[src/fvn_pkg.sv]
`timescale 1ns / 1ps
// Package for the fractal value-noise height core: constants, register codes.
// No dependencies; used by every module of the block.
package fvn_pkg;

  localparam int DEF_MAX_OCTAVES = 8;
  localparam int DEF_FRAC_BITS   = 16;

  localparam int COORD_W = 32;
  localparam int FREQ_W  = 24;
  // coordinate times frequency, signed
  localparam int P_W     = COORD_W + FREQ_W + 1;

  localparam logic [31:0] HASH_MUL_X = 32'd374761393;
  localparam logic [31:0] HASH_MUL_Z = 32'd668265263;
  localparam logic [31:0] HASH_MUL_S = 32'd362437;
  localparam logic [31:0] HASH_MIX   = 32'd1274126177;
  localparam logic [23:0] VALUE_MAX  = 24'hFFFFFF;
  localparam int          SEED_STEP  = 17;
  localparam logic [17:0] FADE_THREE = 18'd196608;

  // pipeline depth of one octave cell
  localparam int CELL_LAT = 7;
  // quotient bits resolved per divider stage
  localparam int DIV_STEP = 4;

  typedef enum logic [1:0] {
    REG_OCTAVES = 2'd0,
    REG_FREQ    = 2'd1,
    REG_SEED    = 2'd2,
    REG_SCALE   = 2'd3
  } fvn_reg_t;

endpackage

[src/fvn_div.sv]
`timescale 1ns / 1ps
// Pipelined restoring divider, DIV_STEP quotient bits per stage.
// Depends on fvn_pkg. Divides the octave sum by the weight total.
module fvn_div #(
  parameter int NUM_W = 39,
  parameter int DEN_W = 8,
  parameter int Q_W   = 31
) (
  input  logic             clk,
  input  logic             rst,
  input  logic             adv,
  input  logic [DEN_W-1:0] den,
  input  logic             in_valid,
  input  logic [NUM_W-1:0] in_num,
  output logic             out_valid,
  output logic [Q_W-1:0]   out_quo
);
  import fvn_pkg::*;

  localparam int NS    = (NUM_W + DIV_STEP - 1) / DIV_STEP;
  localparam int PAD_W = NS * DIV_STEP;

  logic [DEN_W-1:0] rem_q [NS];
  logic [PAD_W-1:0] num_q [NS];
  logic             vld_q [NS];
  logic [DEN_W-1:0] rem_s [NS];
  logic [PAD_W-1:0] num_s [NS];
  logic             vld_s [NS];
  logic [DEN_W-1:0] rem_d [NS];
  logic [PAD_W-1:0] num_d [NS];

  for (genvar k = 0; k < NS; k++) begin : g_st
    if (k == 0) begin : g_first
      assign rem_s[k] = '0;
      assign num_s[k] = PAD_W'(in_num);
      assign vld_s[k] = in_valid;
    end else begin : g_next
      assign rem_s[k] = rem_q[k-1];
      assign num_s[k] = num_q[k-1];
      assign vld_s[k] = vld_q[k-1];
    end

    always_comb begin
      logic [DEN_W:0]   r;
      logic [PAD_W-1:0] nm;
      r  = {1'b0, rem_s[k]};
      nm = num_s[k];
      for (int j = 0; j < DIV_STEP; j++) begin
        r  = {r[DEN_W-1:0], nm[PAD_W-1]};
        nm = {nm[PAD_W-2:0], 1'b0};
        if (r >= {1'b0, den}) begin
          r     = r - {1'b0, den};
          nm[0] = 1'b1;
        end
      end
      rem_d[k] = r[DEN_W-1:0];
      num_d[k] = nm;
    end

    always_ff @(posedge clk) begin
      if (rst) begin
        vld_q[k] <= 1'b0;
      end else if (adv) begin
        vld_q[k] <= vld_s[k];
      end
    end

    always_ff @(posedge clk) begin
      if (adv) begin
        rem_q[k] <= rem_d[k];
        num_q[k] <= num_d[k];
      end
    end
  end

  assign out_valid = vld_q[NS-1];
  assign out_quo   = num_q[NS-1][Q_W-1:0];

endmodule

[config.mk]
export PLATFORM = sky130hd
export DESIGN_NAME = fvn_div
export DESIGN_NICKNAME = d
export VERILOG_FILES = /design/src/fvn_pkg.sv /design/src/fvn_div.sv
export SDC_FILE = /design/constraint.sdc
export NUM_CORES = 1
export LEC_CHECK = 0
export ABC_CLOCK_PERIOD_IN_PS = 15450
export BUFFER_PORTS_ARGS = -buffer_cell sky130_fd_sc_hd__buf_2
export CAP_MARGIN = 5
export CORE_AREA = 2 2 175 349
export CTS_CLUSTER_SIZE = 40
export DETAILED_ROUTE_END_ITERATION = 10
export DIE_AREA = 0 0 177 351
export GPL_ROUTABILITY_DRIVEN = 0
export GPL_TIMING_DRIVEN = 1
export SETUP_SLACK_MARGIN = 0.3
export SLEW_MARGIN = 25
export SYNTH_ARGS = -nofsm -noshare
export SYNTH_HDL_FRONTEND = slang
export SYNTH_SLANG_ARGS = --single-unit
export TNS_END_PERCENT = 20
[constraint.sdc]
create_clock -name clk -period 15.45 [get_ports clk]
set_clock_uncertainty 0.05 [all_clocks]
set_input_delay 2.3175 -clock clk [delete_from_list [all_inputs] [get_ports clk]]
set_output_delay 2.3175 -clock clk [all_outputs]
set_load 0.02 [all_outputs]
==> reports/metrics.csv <==
stage,metric,value,unit
run_status,outcome,completed,
placement,Area after DPL,0.0298,mm²
drt,DR vias,19823,
global_routing,largest net degree at the start of global routing,100,
critical_path,crit path DAT,12.73,ns
clocking,post-cts sizing count,0,
synth,post-synthesis sequential area ratio,42.2,%
clocking,H-tree Lvls,2,
floorplan,Chip Height,351,µm
sta,Final Max Slew Viols,0,
synth,"Primary FF master, synth",edfxtp_1,
sta,RSZ-0062 raised after global routing,false,
global_routing,first-pass GRT wire length,101000,µm
clocking,clock slew at reported path FFs,0.06,ns
sta,worst slew pin tran,0.958,ns
sta,relative slew slack,36.2,%
critical_path,Critical Path Sink Type,register,
sta,final hold violation count,0,
critical_path,CP max stage cell,nor4_2,
drt,DRT iter0 DRCs,1139,
clocking,CTS max path bufs,3,
clocking,clk sink count,398,
drt,WL/cell,17.7,µm
synth,yosys synthesis warning count,0,
worst_hold_path,HP Class,reg -> reg,
placement,buffers added on ports,82,
global_routing,gr usage total,20.3,%
drt,1st-pass router iterations,5,
floorplan,IO Pins,83,
floorplan,die area,0.0621,mm²
sta,share of the clock period used by the worst path after layout,80.8,%
synth,"FF+latch count, synth",398,
clocking,TritonCTS clock tree,built,
critical_path,kind of critical path,in -> reg,
critical_path,max incr delay on CP,0.61,ns
synth,ys async rst share,0,%
critical_path,Crit path top cell by count,o21ai_0,
floorplan,FP Rows,127,
drt,final WL,62300,µm
synth,synthesized area,0.0283,mm²
clocking,Num CTS Buffers,40,
synth,Yosys cell types,84,
layout,Nets,3110,
drt,# DRC,0,
synth,mean post-synth cell area,10.9,µm²
sta,minimum clock period,12.48,ns
clocking,clk root buf,clkbuf_16,
sta,Setup TNS,0,ns
layout,"Non-Filler Cell Area, Final",0.0311,mm²
placement,DPL Wire Length,45000,µm
global_routing,total grt overflow,0,
critical_path,Worst Path Max Fanout,22,
critical_path,"delay-heaviest family, CP",compound AO/OA/AOI/OAI gates,
floorplan,Core Region,0.0596,mm²
clocking,Clock Latency Late Sink,0.56,ns
drt,final antenna-violating net count,0,
layout,# diodes,0,
drt,DR vias/cell,5.64,
global_routing,initial antenna violation count,0,
layout,# fillers,5319,
synth,Mapped Cells,2586,
synth,number of synthesized flops with an enable pin,398,
critical_path,flop2flop setup slack,5.26,ns
critical_path,Startpoint Class,input pin,
layout,area delta synth->final,10.1,%
layout,share of cells above drive strength 1,12.2,%
floorplan,die width,177,µm
floorplan,starting density of the core,47.5,%
critical_path,Buf/Inv on CP,6,
sta,hold slack final,0.355,ns
global_routing,vias in the first global route,19332,
critical_path,worst endpoint required time,15.70,ns
clocking,hold buffers post-CTS,0,
clocking,number of setup buffers added after CTS,0,
sta,Final setup viols,0,
sta,fmax,80.1,MHz
flow_run,Max-cap violations,0,
## path summary, 6_finish.rpt
path / startpoint / end / cells after the start
worst max register to register: rem_q[6][3]$_DFFE_PP_ / rem_q[7][4]$_DFFE_PP_ / 36
worst min register to register: num_q[3][0]$_DFFE_PP_ / num_q[4][4]$_DFFE_PP_ / 0
worst min-delay path: num_q[3][0]$_DFFE_PP_ / num_q[4][4]$_DFFE_PP_ / 0
worst max-delay path: den[3] / rem_q[7][4]$_DFFE_PP_ / 39
## worst register-to-register path, delay by kind of cell, from the launching register on
kind	cells	cell delay (ns)
adders and majority gates	4	1.34
AOI/OAI and AO/OA	19	4.55
DFF	1	0.43
muxes	1	0.41
and+or+nand+nor	10	2.91
buffers and inverters	2	0.28
## cell usage after synthesis, types with 6 or more instances
master     number  area share, %
o21ai_0       155            2.7
a31oi_1        16           0.35
mux2i_1        50            1.8
and4_1         13           0.40
nand2b_1       43           0.95
and3_1         13           0.29
nand2_1       150            2.0
o41ai_1         6           0.19
a211oi_1       24           0.64
or3_1           9           0.20
a21o_1         56            1.5
a221o_1        23           0.81
nor2b_1        88            1.9
and2_1         33           0.73
mux2_2        103            4.1
o2111ai_1       7           0.22
o31ai_1         9           0.24
fa_1           38            2.7
o211ai_1       14           0.37
a21boi_0       13           0.34
nand3_1        33           0.58
clkbuf_1       20           0.27
nand4_1        25           0.55
nor2_1        166            2.2
buf_2           6           0.11
a21oi_1       150            2.7
or2_2          20           0.44
edfxtp_1      398             42
o21a_1         30           0.80
o21bai_1       16           0.42
xor2_1         69            2.1
ha_1          313             14
o22a_1          8           0.25
xnor2_1       117            3.6
o221ai_1        8           0.25
a211o_1        14           0.43
nor4_1         10           0.22
nor3_1         43           0.76
a221oi_1       10           0.31
inv_1         180            2.4
## cell type report
class,count,area [µm²],share of cell area [%]
well taps,774,968,3.11
clock buffers,40,1000,3.21
flip-flops and latches,398,12000,38.4
clock inverters,33,385,1.24
multi-input cells,1983,15600,50.0
repair buffers,104,589,1.89
inverters,181,679,2.18
## through the flow
step	std cells	setup slack [ns]	util (%)
floorplan	2588	3.37	-
global placement	3440	2.38	49.9
detailed placement	3440	2.53	49.9
CTS	3513	3.08	52.3
global route	3513	2.07	52.3
finish	3513	2.97	52.3
## metal layers
layer  up-vias  global-route usage (%)  wire, µm
li1       9923                       -         -
met1      9348                    26.7     27800
met2       432                    34.7     30200
met3       120                    2.27      2440
met4         0                    6.65      1880
met5         -                       0         0
## cell usage in the layout (no fill, tap or decap), types with 30 or more instances in the layout
| cell | n |
|---|---|
| xor2_1 | 69 |
| o21a_1 | 30 |
| nor3_1 | 43 |
| and2_1 | 33 |
| a21oi_1 | 150 |
| nand2b_1 | 43 |
| nand2_1 | 150 |
| mux2i_1 | 50 |
| mux2_2 | 103 |
| fa_1 | 38 |
| buf_2 | 81 |
| a21o_1 | 56 |
| ha_1 | 313 |
| nor2b_1 | 88 |
| nor2_1 | 166 |
| inv_1 | 175 |
| nand3_1 | 33 |
| o21ai_0 | 155 |
| xnor2_1 | 117 |
| edfxtp_1 | 398 |
| clkbuf_16 | 40 |
## cell families after synthesis
kind of cell               count (synthesis)  share of synthesized area [%]
AOI/OAI and AO/OA                        614                           14.6
xor gates and xnor gates                 186                           5.76
adders and majority gates                351                           16.5
buffers and inverters                    207                           2.77
DFF                                      398                           42.2
muxes                                    155                           5.97
other                                      1                         0.0133
and+or+nand+nor                          674                           12.2
## sequential cells by signal (all words and copies together), names as in the netlist
name and cells:
num_q 316, rem_q 72, vld_q 10
Power is not shown: default switching activity piles up to over one toggle a cycle in this logic, so the estimate is an artifact.
